`config.mk`:
```
export PLATFORM = sky130hd
export DESIGN_NAME = mbox_separator_line_detector
export DESIGN_NICKNAME = d
export VERILOG_FILES = /design/src/hdl/msld_pkg.sv /design/src/hdl/msld_scan.sv /design/src/hdl/mbox_separator_line_detector.sv
export SDC_FILE = /design/constraint.sdc
export NUM_CORES = 1
export LEC_CHECK = 0
export ABC_AREA = 1
export BUFFER_PORTS_ARGS = -buffer_cell sky130_fd_sc_hd__buf_4
export CORE_ASPECT_RATIO = 2
export CORE_UTILIZATION = 40
export DETAILED_ROUTE_END_ITERATION = 12
export SYNTH_ARGS = -nofsm -noshare
export SYNTH_HDL_FRONTEND = slang
export SYNTH_SLANG_ARGS = --single-unit
```
`constraint.sdc`:
```
create_clock -name i_clk -period 5 [get_ports i_clk]
set_input_delay 0.25 -clock i_clk [delete_from_list [all_inputs] [get_ports i_clk]]
set_output_delay 0.25 -clock i_clk [all_outputs]
set_load 0.01 [all_outputs]
```
`src/hdl/msld_pkg.sv`:
```
`timescale 1ns / 1ps

package msld_pkg;

    // longest address field, in bytes
    localparam logic [7:0] ADDR_WIDTH_LIMIT = 8'd255;
    // day-of-week and month fields
    localparam logic [7:0] SHORT_FIELD_LIMIT = 8'd3;

    typedef logic [4:0] t_phase;

    localparam t_phase PH_LEAD_F    = 5'd0;
    localparam t_phase PH_LEAD_R    = 5'd1;
    localparam t_phase PH_LEAD_O    = 5'd2;
    localparam t_phase PH_LEAD_M    = 5'd3;
    localparam t_phase PH_ADDR_PRE  = 5'd4;
    localparam t_phase PH_ADDR      = 5'd5;
    localparam t_phase PH_WDAY_PRE  = 5'd6;
    localparam t_phase PH_WDAY      = 5'd7;
    localparam t_phase PH_MON_PRE   = 5'd8;
    localparam t_phase PH_MON       = 5'd9;
    localparam t_phase PH_DAY_PRE   = 5'd10;
    localparam t_phase PH_DAY_SIGN  = 5'd11;
    localparam t_phase PH_DAY_DIG   = 5'd12;
    localparam t_phase PH_HOUR_PRE  = 5'd13;
    localparam t_phase PH_HOUR_SIGN = 5'd14;
    localparam t_phase PH_HOUR_DIG  = 5'd15;
    localparam t_phase PH_MIN_PRE   = 5'd16;
    localparam t_phase PH_MIN_SIGN  = 5'd17;
    localparam t_phase PH_MIN_DIG   = 5'd18;
    localparam t_phase PH_SEC_PRE   = 5'd19;
    localparam t_phase PH_SEC_SIGN  = 5'd20;
    localparam t_phase PH_SEC_DIG   = 5'd21;
    localparam t_phase PH_YEAR_PRE  = 5'd22;
    localparam t_phase PH_YEAR_SIGN = 5'd23;
    localparam t_phase PH_YEAR_DIG  = 5'd24;
    localparam t_phase PH_DONE      = 5'd25;

    typedef enum logic [2:0] {
        ADDR_LOCAL_START = 3'd0,
        ADDR_LOCAL       = 3'd1,
        ADDR_HOST_START  = 3'd2,
        ADDR_HOST        = 3'd3,
        ADDR_ERR         = 3'd4
    } t_addr_state;

    typedef struct packed {
        t_phase      phase;
        logic [7:0]  count;
        t_addr_state addr;
        logic        failed;
    } t_scan_state;

    localparam t_scan_state SCAN_RESET = '{
        phase:  PH_LEAD_F,
        count:  8'd0,
        addr:   ADDR_LOCAL_START,
        failed: 1'b0
    };

    typedef struct packed {
        t_scan_state st;
        logic        again;
    } t_adv;

    // control from the input stage to the scanner
    typedef struct packed {
        logic step;
        logic line_end;
    } t_scan_ctl;

    function automatic logic is_ws(input logic [7:0] c);
        return (c == 8'h20) || ((c >= 8'h09) && (c <= 8'h0d));
    endfunction

    function automatic logic is_digit(input logic [7:0] c);
        return (c >= 8'h30) && (c <= 8'h39);
    endfunction

    function automatic logic is_atext(input logic [7:0] c);
        logic r;
        case (c) inside
            [8'h61:8'h7a], [8'h41:8'h5a], [8'h30:8'h39]: r = 1'b1;
            "!", "#", "$", "%", "&", 8'h27, "*", "+", "-", "/",
            "=", "?", "^", "_", 8'h60, "{", "|", "}", "~": r = 1'b1;
            default: r = 1'b0;
        endcase
        return r;
    endfunction

    function automatic t_addr_state addr_feed(input t_addr_state s, input logic [7:0] c);
        t_addr_state r;
        case (s)
            ADDR_LOCAL_START: r = is_atext(c) ? ADDR_LOCAL : ADDR_ERR;
            ADDR_LOCAL: begin
                if (is_atext(c)) r = ADDR_LOCAL;
                else if (c == ".") r = ADDR_LOCAL_START;
                else if (c == "@") r = ADDR_HOST_START;
                else r = ADDR_ERR;
            end
            ADDR_HOST_START: r = is_atext(c) ? ADDR_HOST : ADDR_ERR;
            ADDR_HOST: begin
                if (is_atext(c)) r = ADDR_HOST;
                else if (c == ".") r = ADDR_HOST_START;
                else r = ADDR_ERR;
            end
            default: r = ADDR_ERR;
        endcase
        return r;
    endfunction

    function automatic logic [7:0] lead_char(input logic [1:0] idx);
        logic [7:0] r;
        case (idx)
            2'd0:    r = "F";
            2'd1:    r = "r";
            2'd2:    r = "o";
            default: r = "m";
        endcase
        return r;
    endfunction

    // one step of the pattern; again set means the byte must be handled once more
    function automatic t_adv advance(input t_scan_state s, input logic [7:0] c);
        t_adv       r;
        logic [7:0] limit;
        r.st    = s;
        r.again = 1'b0;
        limit   = (s.phase == PH_ADDR) ? ADDR_WIDTH_LIMIT : SHORT_FIELD_LIMIT;
        case (s.phase) inside
            PH_LEAD_F, PH_LEAD_R, PH_LEAD_O, PH_LEAD_M: begin
                if (c == lead_char(s.phase[1:0])) r.st.phase = s.phase + 5'd1;
                else r.st.failed = 1'b1;
            end
            PH_ADDR_PRE, PH_WDAY_PRE, PH_MON_PRE: begin
                if (!is_ws(c)) begin
                    r.st.count = 8'd1;
                    r.st.phase = s.phase + 5'd1;
                    if (s.phase == PH_ADDR_PRE) r.st.addr = addr_feed(s.addr, c);
                end
            end
            PH_ADDR, PH_WDAY, PH_MON: begin
                if (is_ws(c)) begin
                    r.st.phase = s.phase + 5'd1;
                end else if (s.count < limit) begin
                    r.st.count = s.count + 8'd1;
                    if (s.phase == PH_ADDR) r.st.addr = addr_feed(s.addr, c);
                end else begin
                    // field full: the rest opens the next field
                    r.st.phase = s.phase + 5'd1;
                    r.again    = 1'b1;
                end
            end
            PH_DAY_PRE, PH_HOUR_PRE, PH_MIN_PRE, PH_SEC_PRE, PH_YEAR_PRE: begin
                if (is_ws(c)) r.st.phase = s.phase;
                else if ((c == "+") || (c == "-")) r.st.phase = s.phase + 5'd1;
                else if (is_digit(c)) r.st.phase = s.phase + 5'd2;
                else r.st.failed = 1'b1;
            end
            PH_DAY_SIGN, PH_HOUR_SIGN, PH_MIN_SIGN, PH_SEC_SIGN, PH_YEAR_SIGN: begin
                if (is_digit(c)) r.st.phase = s.phase + 5'd1;
                else r.st.failed = 1'b1;
            end
            PH_DAY_DIG, PH_SEC_DIG: begin
                if (!is_digit(c)) begin
                    r.st.phase = s.phase + 5'd1;
                    r.again    = 1'b1;
                end
            end
            PH_HOUR_DIG, PH_MIN_DIG: begin
                if (!is_digit(c)) begin
                    if (c == ":") r.st.phase = s.phase + 5'd1;
                    else r.st.failed = 1'b1;
                end
            end
            PH_YEAR_DIG: begin
                if (!is_digit(c)) r.st.phase = PH_DONE;
            end
            PH_DONE: r.st.phase = PH_DONE;
            default: r.st.failed = 1'b1;
        endcase
        return r;
    endfunction

endpackage

```
`src/hdl/msld_scan.sv`:
```
`timescale 1ns / 1ps

module msld_scan (
    input  logic                i_clk,
    input  logic                i_rst_n,
    input  logic [7:0]          i_char,
    input  msld_pkg::t_scan_ctl i_ctl,
    output logic                o_match
);

    msld_pkg::t_scan_state r_state;
    msld_pkg::t_scan_state n_state;
    msld_pkg::t_scan_state upd;
    msld_pkg::t_adv        adv1;
    msld_pkg::t_adv        adv2;

    always_comb begin
        adv1 = msld_pkg::advance(r_state, i_char);
        adv2 = msld_pkg::advance(adv1.st, i_char);
        upd  = r_state;
        if (!r_state.failed) begin
            if (i_char == 8'd0) begin
                // zero byte ends the text
                if (r_state.phase == msld_pkg::PH_YEAR_DIG) upd.phase = msld_pkg::PH_DONE;
                else if (r_state.phase != msld_pkg::PH_DONE) upd.failed = 1'b1;
            end else if (adv1.again && !adv1.st.failed) begin
                upd = adv2.st;
            end else begin
                upd = adv1.st;
            end
        end
        o_match = !upd.failed
                  && ((upd.phase == msld_pkg::PH_YEAR_DIG) || (upd.phase == msld_pkg::PH_DONE))
                  && ((upd.addr == msld_pkg::ADDR_LOCAL) || (upd.addr == msld_pkg::ADDR_HOST));
        n_state = r_state;
        if (i_ctl.step) begin
            n_state = i_ctl.line_end ? msld_pkg::SCAN_RESET : upd;
        end
    end

    always_ff @(posedge i_clk) begin
        if (!i_rst_n) begin
            r_state <= msld_pkg::SCAN_RESET;
        end else begin
            r_state <= n_state;
        end
    end

endmodule

```
`src/hdl/mbox_separator_line_detector.sv`:
```
`timescale 1ns / 1ps

// mbox separator line detector
// input channel: i_valid / o_stall with i_char_in and i_line_end, one byte of a
// text line per item; an item is taken at a clock edge with i_valid high and
// o_stall low. output channel: o_valid / i_stall with o_is_separator, one item
// per line, sent for the byte that carries i_line_end.
// a line end taken passes the input register, then the scan logic into the result
// register, which drives o_valid.
// throughput: one byte per cycle, set by the scan state update, unless stalled.
// when the receiver stalls, the result register holds; bytes that are not line
// ends keep flowing, and a second line end waits in the input register, raising
// o_stall, until the result is taken.
// reset (i_rst_n low at a clock edge) empties both registers and returns the
// scanner to the start of a line.
module mbox_separator_line_detector (
    input  logic       i_clk,
    input  logic       i_rst_n,
    input  logic       i_valid,
    output logic       o_stall,
    input  logic [7:0] i_char_in,
    input  logic       i_line_end,
    output logic       o_valid,
    input  logic       i_stall,
    output logic       o_is_separator
);

    logic       r_in_valid;
    logic [7:0] r_in_char;
    logic       r_in_end;
    logic       r_out_valid;
    logic       r_out_flag;

    logic                out_free;
    logic                s1_go;
    logic                in_accept;
    logic                scan_match;
    msld_pkg::t_scan_ctl scan_ctl;

    assign out_free  = !r_out_valid || !i_stall;
    assign s1_go     = r_in_valid && (!r_in_end || out_free);
    assign o_stall   = r_in_valid && !s1_go;
    assign in_accept = i_valid && !o_stall;

    assign scan_ctl.step     = s1_go;
    assign scan_ctl.line_end = r_in_end;

    msld_scan u_scan (
        .i_clk   (i_clk),
        .i_rst_n (i_rst_n),
        .i_char  (r_in_char),
        .i_ctl   (scan_ctl),
        .o_match (scan_match)
    );

    always_ff @(posedge i_clk) begin
        if (!i_rst_n) begin
            r_in_valid <= 1'b0;
        end else if (in_accept) begin
            r_in_valid <= 1'b1;
        end else if (s1_go) begin
            r_in_valid <= 1'b0;
        end
    end

    always_ff @(posedge i_clk) begin
        if (in_accept) begin
            r_in_char <= i_char_in;
            r_in_end  <= i_line_end;
        end
    end

    always_ff @(posedge i_clk) begin
        if (!i_rst_n) begin
            r_out_valid <= 1'b0;
        end else if (s1_go && r_in_end) begin
            r_out_valid <= 1'b1;
        end else if (!i_stall) begin
            r_out_valid <= 1'b0;
        end
    end

    always_ff @(posedge i_clk) begin
        if (s1_go && r_in_end) begin
            r_out_flag <= scan_match;
        end
    end

    assign o_valid        = r_out_valid;
    assign o_is_separator = r_out_flag;

`ifndef SYNTHESIS
    // a result only comes from a line end leaving the input register
    a_result_from_line_end: assert property (@(posedge i_clk) disable iff (!i_rst_n)
        $rose(r_out_valid) |-> $past(r_in_valid && r_in_end))
        else $error("result without a line end");

    // back pressure only for a line end blocked by a waiting result
    a_stall_only_on_line_end: assert property (@(posedge i_clk) disable iff (!i_rst_n)
        o_stall |-> (r_in_valid && r_in_end && r_out_valid && i_stall))
        else $error("input stalled without cause");

    // a waiting result is never dropped
    a_result_kept: assert property (@(posedge i_clk) disable iff (!i_rst_n)
        (r_out_valid && i_stall) |=> r_out_valid)
        else $error("stalled result dropped");
`endif

endmodule
```
**After elaboration in Yosys (flattened, before gate mapping)**

Index checks and enable logic that the tools add are counted.

- Add/sub/neg operators: 6
- Reductions and logical operators: 49
- Bitwise operators: 0
- Shifts and indexed selects: 0
- Muxes and demuxes: 227
- Multiply operators: 0
- Equal/unequal tests: 93
- $lt $le $gt $ge: 10
- Div/mod/pow operators: 0

Operators with widths:

| kind | count |
|---|---|
| 2-to-1 mux 5 bit | 42 |
| 2-to-1 mux 1 bit | 136 |
| 2-to-1 mux 11 bit | 11 |
| equality test 8 x 6 -> 1 bit (second input constant) | 15 |
| equality test 5 bit (second input constant) | 22 |
| equality test 5 x 4 -> 1 bit (second input constant) | 16 |
| 2-to-1 mux 3 bit | 23 |
| equality test 8 x 7 -> 1 bit (second input constant) | 8 |
| 2-to-1 mux 17 bit | 3 |
| one-hot mux 3 bit (4 select lines) | 4 |
| equality test 5 x 3 -> 1 bit (second input constant) | 8 |
| one-hot mux 6 bit (3 select lines) | 2 |
| 2-to-1 mux 16 bit | 2 |
| 2-to-1 mux 8 bit | 4 |
| equality test 5 x 2 -> 1 bit (second input constant) | 4 |
| OR reduction 5 bit | 4 |
| OR reduction 19 bit | 1 |
| adder 8 x 1 -> 8 bit (second input constant) | 2 |
| equality test 8 bit | 2 |
| >= comparator 8 x 7 -> 1 bit (second input constant) | 2 |
| less-or-equal comparator 8 x 7 -> 1 bit (second input constant) | 2 |
| less-than comparator 8 bit | 2 |
| equality test 3 x 2 -> 1 bit (second input constant) | 5 |
| OR reduction 3 bit | 5 |
| other kinds (24) | 60 |

- Input bits: 13
- Bits in writable memories: 0
- Output and inout bits: 3
- Logic and storage cells: 394
- Register bits after elaboration: 29
- Memories kept: 0
- Latch bits: 0
- ROM bits: 0

**Logic depth before layout (Yosys ltp)**

- Depth after elaboration: 42
- Mapped depth: 39

**Cells and area by module**

From an unflattened synthesis, not the netlist that was laid out.

- Cell total of the unflattened synthesis: 904
- Area, all modules: 5277.6 µm²

Modules (own cells, without submodules):

| module | area each (µm²) | instances | cells each |
|---|---|---|---|
| msld_scan | 4867.2 | 1 | 875 |
| mbox_separator_line_detector | 410.4 | 1 | 29 |

**Least setup slack after synthesis**

OpenSTA, ideal clock, no wires.

- Path kind: register to register
- Start: register u_scan.r_state[13] in the netlist's numbering
- End: register r_out_flag, in the netlist o_is_separator (data pin)
- Clock period less this slack: 4.851 ns
- Library setup time: 0.250 ns
- Arrival: 4.601 ns
- Stages on the path, launching flop included: 40
- Path slack: 0.149 ns
- Path buffers: 0
- Cell sequence: dfxtp_1 > inv_1 > ha_1 > inv_1 > nor3_1 > inv_1 > nor2_1 > inv_1 > ha_1 > a21oi_1 > o21ai_0 > a21oi_1 > nand2_4 > nand2_1 > nand2_1 > nand2_1 > nand3_1 > nand2_1 > (+4 left out) > ha_1 > nand2_1 > nand2_1 > nand2_1 > nand2_1 > nand2_1 > nand2_2 > nand2_4 > nand2_4 > nand2_1 > nand2_1 > nand2_1 > nand3_1 > nand2_1 > nand2_1 > nand2_1 > nand3_1 > nor2_1

- Cells in the longest elaborated chain, start to end: 27
- Elaborated cells on any way between the ends: 201

RTL lines:

| what | RTL line | RTL |
|---|---|---|
| start: declaration | msld_scan.sv:11 | `msld_pkg::t_scan_state r_state;` |
| start signal: assignment | msld_scan.sv:43 | `r_state <= msld_pkg::SCAN_RESET;` |
| start signal: assignment | msld_scan.sv:45 | `r_state <= n_state;` |
| adder 5 x 1 -> 5 bit / equality test 5 bit (equally long branches) | -- |  |
| 2-to-1 mux 5 bit (on tied branches) | msld_pkg.sv:172, msld_pkg.sv:130 |  |
| 2-to-1 mux 5 bit (on tied branches) | msld_pkg.sv:171, msld_pkg.sv:130 |  |
| 2-to-1 mux 5 bit (7 in a row) | msld_pkg.sv:130 | `case (s.phase) inside` |
| adder 5 x 1 -> 5 bit / equality test 5 bit (equally long branches) | -- |  |
| 2-to-1 mux 5 bit (on tied branches) | msld_pkg.sv:172, msld_pkg.sv:130 |  |
| 2-to-1 mux 5 bit (on tied branches) | msld_pkg.sv:171, msld_pkg.sv:130 |  |
| 2-to-1 mux 5 bit (7 in a row) | msld_pkg.sv:130 |  |
| 2-to-1 mux 17 bit | msld_scan.sv:26 | `end else if (adv1.again && !adv1.st.failed) begin` |
| 2-to-1 mux 5 bit | msld_scan.sv:22 | `if (i_char == 8'd0) begin` |
| 2-to-1 mux 17 bit (*) | msld_scan.sv:21 | `if (!r_state.failed) begin` |
| equality test 5 bit | msld_scan.sv:33 | `&& ((upd.phase == msld_pkg::PH_YEAR_DIG) \|\| (upd.phase == msld_pkg::PH_DONE))` |
| logical OR 1 bit | msld_scan.sv:33 |  |
| logical AND 1 bit | msld_scan.sv:33 |  |
| logical AND 1 bit (*) | msld_scan.sv:34 | `&& ((upd.addr == msld_pkg::ADDR_LOCAL) \|\| (upd.addr == msld_pkg::ADDR_HOST));` |
| net scan_match | mbox_separator_line_detector.sv:37 | `logic scan_match;` |
| end signal: assignment | mbox_separator_line_detector.sv:85 | `r_out_flag <= scan_match;` |
| end: declaration | mbox_separator_line_detector.sv:32 | `logic r_out_flag;` |

The timed path passes the listed nets; every way through them passes the cells marked *. The select of a mux whose other input is x is not followed.
A chain may end at the register's enable or synchronous reset.

**Final worst setup path**

- Start: register u_scan.r_state[13] in the netlist's numbering
- End: register u_scan.r_state[10] in the netlist's numbering

- Cells in the longest elaborated chain, start to end: 22
- Elaborated cells on any way between the ends: 115

RTL lines:

| what | RTL line | RTL |
|---|---|---|
| adder 5 x 1 -> 5 bit / equality test 5 bit (equally long branches) | -- |  |
| 2-to-1 mux 5 bit (on tied branches) | msld_pkg.sv:172, msld_pkg.sv:130 |  |
| 2-to-1 mux 5 bit (on tied branches) | msld_pkg.sv:171, msld_pkg.sv:130 |  |
| 2-to-1 mux 5 bit (7 in a row) | msld_pkg.sv:130 |  |
| equality test 5 x 3 -> 1 bit | msld_pkg.sv:129, msld_scan.sv:19 |  |
| 2-to-1 mux 8 bit | msld_pkg.sv:129 | `limit = (s.phase == PH_ADDR) ? ADDR_WIDTH_LIMIT : SHORT_FIELD_LIMIT;` |
| less-than comparator 8 bit | msld_pkg.sv:145 | `end else if (s.count < limit) begin` |
| 2-to-1 mux 11 bit | msld_pkg.sv:145 |  |
| 2-to-1 mux 11 bit | msld_pkg.sv:143 | `if (is_ws(c)) begin` |
| 2-to-1 mux 11 bit (3 in a row) | msld_pkg.sv:130 |  |
| 2-to-1 mux 17 bit (*) | msld_scan.sv:26 |  |
| 2-to-1 mux 11 bit (*) | msld_scan.sv:22 |  |
| 2-to-1 mux 17 bit (*) | msld_scan.sv:21 |  |
| 2-to-1 mux 17 bit (*) | msld_scan.sv:37 | `n_state = i_ctl.line_end ? msld_pkg::SCAN_RESET : upd;` |

Every way passes the cells marked *; elsewhere a longest branch is shown, timed or not. The select of a mux whose other input is x is not followed.

==> metrics.txt <==
fin nets=1023; switching power=280 uW; register area share after synthesis=approximately 13%; clock power share=a little under two fifths; Synth area leaders=nand2_1 23%, nand3_1 9.4%, dfxtp_1 7.2%, ha_1 6.9%, inv_1 6.8%; Post-Route WL=19400 um; # port buffers=15; peak supply drop=between 0.2 and 0.25 mV; Avg WL per Cell=roughly 17 um; n_diodes=0; #FFs+latches synth=29; DIE AREA=around 0.014 mm^2; gr usage total=28.7%; Primary FF master, synth=dfxtp_1; Post-Synth Adder-Cell Area=under 10%; worst skew pair latency=roughly 280 ps; status=finished clean; internal power=508 uW; core area=~0.013 mm^2; Crit Path Max Fanout=7; area delta synth->final=11.7%; number of flops mapped to enable cells by yosys=10; CTS tree=built; gpl congestion=between 0.9 and 1; largest net degree at the start of global routing=33; Worst setup EP type=flip-flop; number of global-route vias before repair=approximately 6200; CTS Buf Count=5; mux contribution to synthesized area=0%; Reg area=between 600 and 700 um^2; Max Buffers Root-to-Sink=2; top cells by count, synth=320 x nand2_1, 99 x nand3_1, 95 x inv_1; sw frac=35.5%; drt initial violations=a little under 500; R2R Path Start=u_scan.r_state[13]$_SDFFE_PN0P_; vias per cell=~5.7; share of cells above drive strength 1=~15%; worst hold path type=input port to flip-flop; die width=about 83 um; hold_buf cts=0; end of the critical path=u_scan.r_state[10]$_SDFFE_PN0P_; clock root buffer=clkbuf_16; Top Family by Delay on Critical Path=simple AND/OR/NAND/NOR gates; clock sinks=29; arrival time worst endpoint=4740 ps; dpl ws=a little under 90 ps; initial antenna violation count=0; Residual DRC=0; Initial Utilization=about two fifths; hold slack=around 140 ps; area of the multi-input gates=around 0.004 mm^2; simple-gate share of the synthesized area=between 40% and 50%; filler cell count=between 1000 and 1500; max-slew violation count=0; grt ovf=0; Mapped Cells=955; H-tree depth=2; Worst Skew=approximately 4.3 ps; WP depth=34; Seq pwr share=between 30% and 40%; largest area contributor in the netlist=nand2_1; YS warnings=0; syn nets=roughly 1000; most common cell in the netlist=nand2_1; Compound-Gate Fraction of Synth Area=roughly 20%; minimum clock period after layout=4540 ps; Buf/Inv on CP=6; Slew headroom=between 50% and 60%; CP most frequent cell=nand2_1; final worst slack=approximately 460 ps; period utilisation layout=90.9%; Syn Std Cell Area=around 0.0053 mm^2; synthesized area per cell=roughly 5.5 um^2; main combinational cell family by area after synthesis=simple AND/OR/NAND/NOR gates; FFs w/ async S/R, synth=0%; max-cap violations=0; first-pass GRT wire length=around 30000 um; critical path data required time=5190 ps; static leakage=2.79 nW; worst r2r dst=u_scan.r_state[10]$_SDFFE_PN0P_; die height=between 150 and 200 um; Clock transition at path regs=around 50 ps; share of the synthesized area in the top cell type=a little under a quarter; Synth Area in XOR/XNOR=1.49%; cells on worst reg2reg path=34; Comb pwr share=between 20 and 30%; num ports=16; fmax=approximately 220 MHz; DPL Wire Length=~15000 um; FP Rows=approximately 60; Final Hold Viols=0; DRT antenna net count=0; critical path class=flip-flop to flip-flop; CP max stage cell=ha_1; Pre-antenna DRT Iters=6; worst slew pin tran=697 ps; worst stage delay on the critical path=approximately 330 ps; Unique masters post-synth=52; critical path startpoint=u_scan.r_state[13]$_SDFFE_PN0P_; RSZ-0062 raised after global routing=true; via count=~6400; Worst R2R Setup Slack=460 ps; final setup fails=0; Worst setup SP type=flip-flop; pwr dens=134 mW/mm^2
[worst register-to-register path, delay by kind of cell, from the launching register on]
family	cells	cell delay (ps)
adder cells (fa/ha/maj)	3	790
flip-flops	1	300
buffers and inverters	6	580
AND/OR/NAND/NOR	18	1800
AO/OA/AOI/OAI	7	1010
[cell usage in the layout (no fill, tap or decap), drive strengths merged, types with 2 or more instances in the layout]
cell type / Yosys / layout
nand2: 338 / 338
inv: 112 / 112
nand3: 103 / 103
nor2: 86 / 86
o21ai: 79 / 79
a21oi: 67 / 67
buf: 20 / 48
ha: 29 / 29
dfxtp: 19 / 19
o211ai: 14 / 14
nand4: 14 / 14
edfxtp: 10 / 10
nor3: 10 / 10
a31oi: 9 / 9
xor2: 7 / 7
clkinv: 4 / 7
clkbuf: 9 / 5
or2: 5 / 5
nor4: 4 / 4
xnor2: 2 / 2
o22ai: 2 / 2
a2111oi: 2 / 2
[layout make-up]
cell class              count  area share [%]
multi-input cells         781            69.3
flip-flops and latches     29            11.5
inverters                 116            7.42
repair buffers             48            6.11
well taps                 152            3.22
clock buffers               5            2.12
clock inverters             3           0.297
[state kept, by name (all words and copies together), names as in the netlist]
name and count:
o_is_separator 1, o_valid 1, r_in_char 8, r_in_end 1, r_in_valid 1, u_scan.r_state 17
[how the worst min path moves through the flow]
stage / startpoint / endpoint / slack (ps) / cells after the start
after global routing: i_char_in[5] / r_in_char[5]$_DFFE_PP_ / 140 / 1
after global placement: i_char_in[1] / r_in_char[1]$_DFFE_PP_ / 430 / 1
after floorplan: i_char_in[0] / r_in_char[0]$_DFFE_PP_ / 350 / 0
final: i_char_in[2] / r_in_char[2]$_DFFE_PP_ / 140 / 1
after CTS: i_char_in[1] / r_in_char[1]$_DFFE_PP_ / 140 / 1
after detailed placement: i_char_in[5] / r_in_char[5]$_DFFE_PP_ / 430 / 1
[timing repair]
| action | CTS | global route |
|---|---|---|
| gates resized for setup | 0 | 29 |
| setup buffers | 0 | 5 |
| endpoints found under the setup margin | 0 | 18 |
[routing by layer]
metal / GRT usage [%] / share of wire (%) / wire, um
met4: 22.3 / 7.2 / 1390
met5: 0 / 0 / 0
met1: 27.8 / 35 / 6790
met2: 55.2 / 54 / 10400
met3: 2.35 / 4.1 / 787
[power groups by stage]
stage	Clock, mW	Combinational (mW)	Sequential [mW]
after global routing	0.306	0.254	0.262
after CTS	0.297	0.221	0.261
final	0.294	0.233	0.261
after floorplan	0	0.156	0.260
after global placement	0	0.220	0.266
after detailed placement	0	0.220	0.266
[per-stage QoR]
stage	instances	TNS, ps	utilization (%)	instance area (um^2)	power, mW
floorplan	955	0	-	5280	0.416
global placement	1121	0	43.6	5630	0.486
detailed placement	1121	0	43.6	5630	0.485
CTS	1129	0	44.7	5770	0.779
global route	1134	-34.5	45.7	5900	0.822
finish	1134	0	45.7	5900	0.788
[cells by family (layout without fill, tap and decap cells)]
kind of cell,after synthesis,count (layout)
and+or+nand+nor,563,563
AOI/OAI and AO/OA,180,180
buffers and inverters,145,172
adders and majority gates,29,29
DFF,29,29
xor gates and xnor gates,9,9
(Power assumes the default switching activity.)
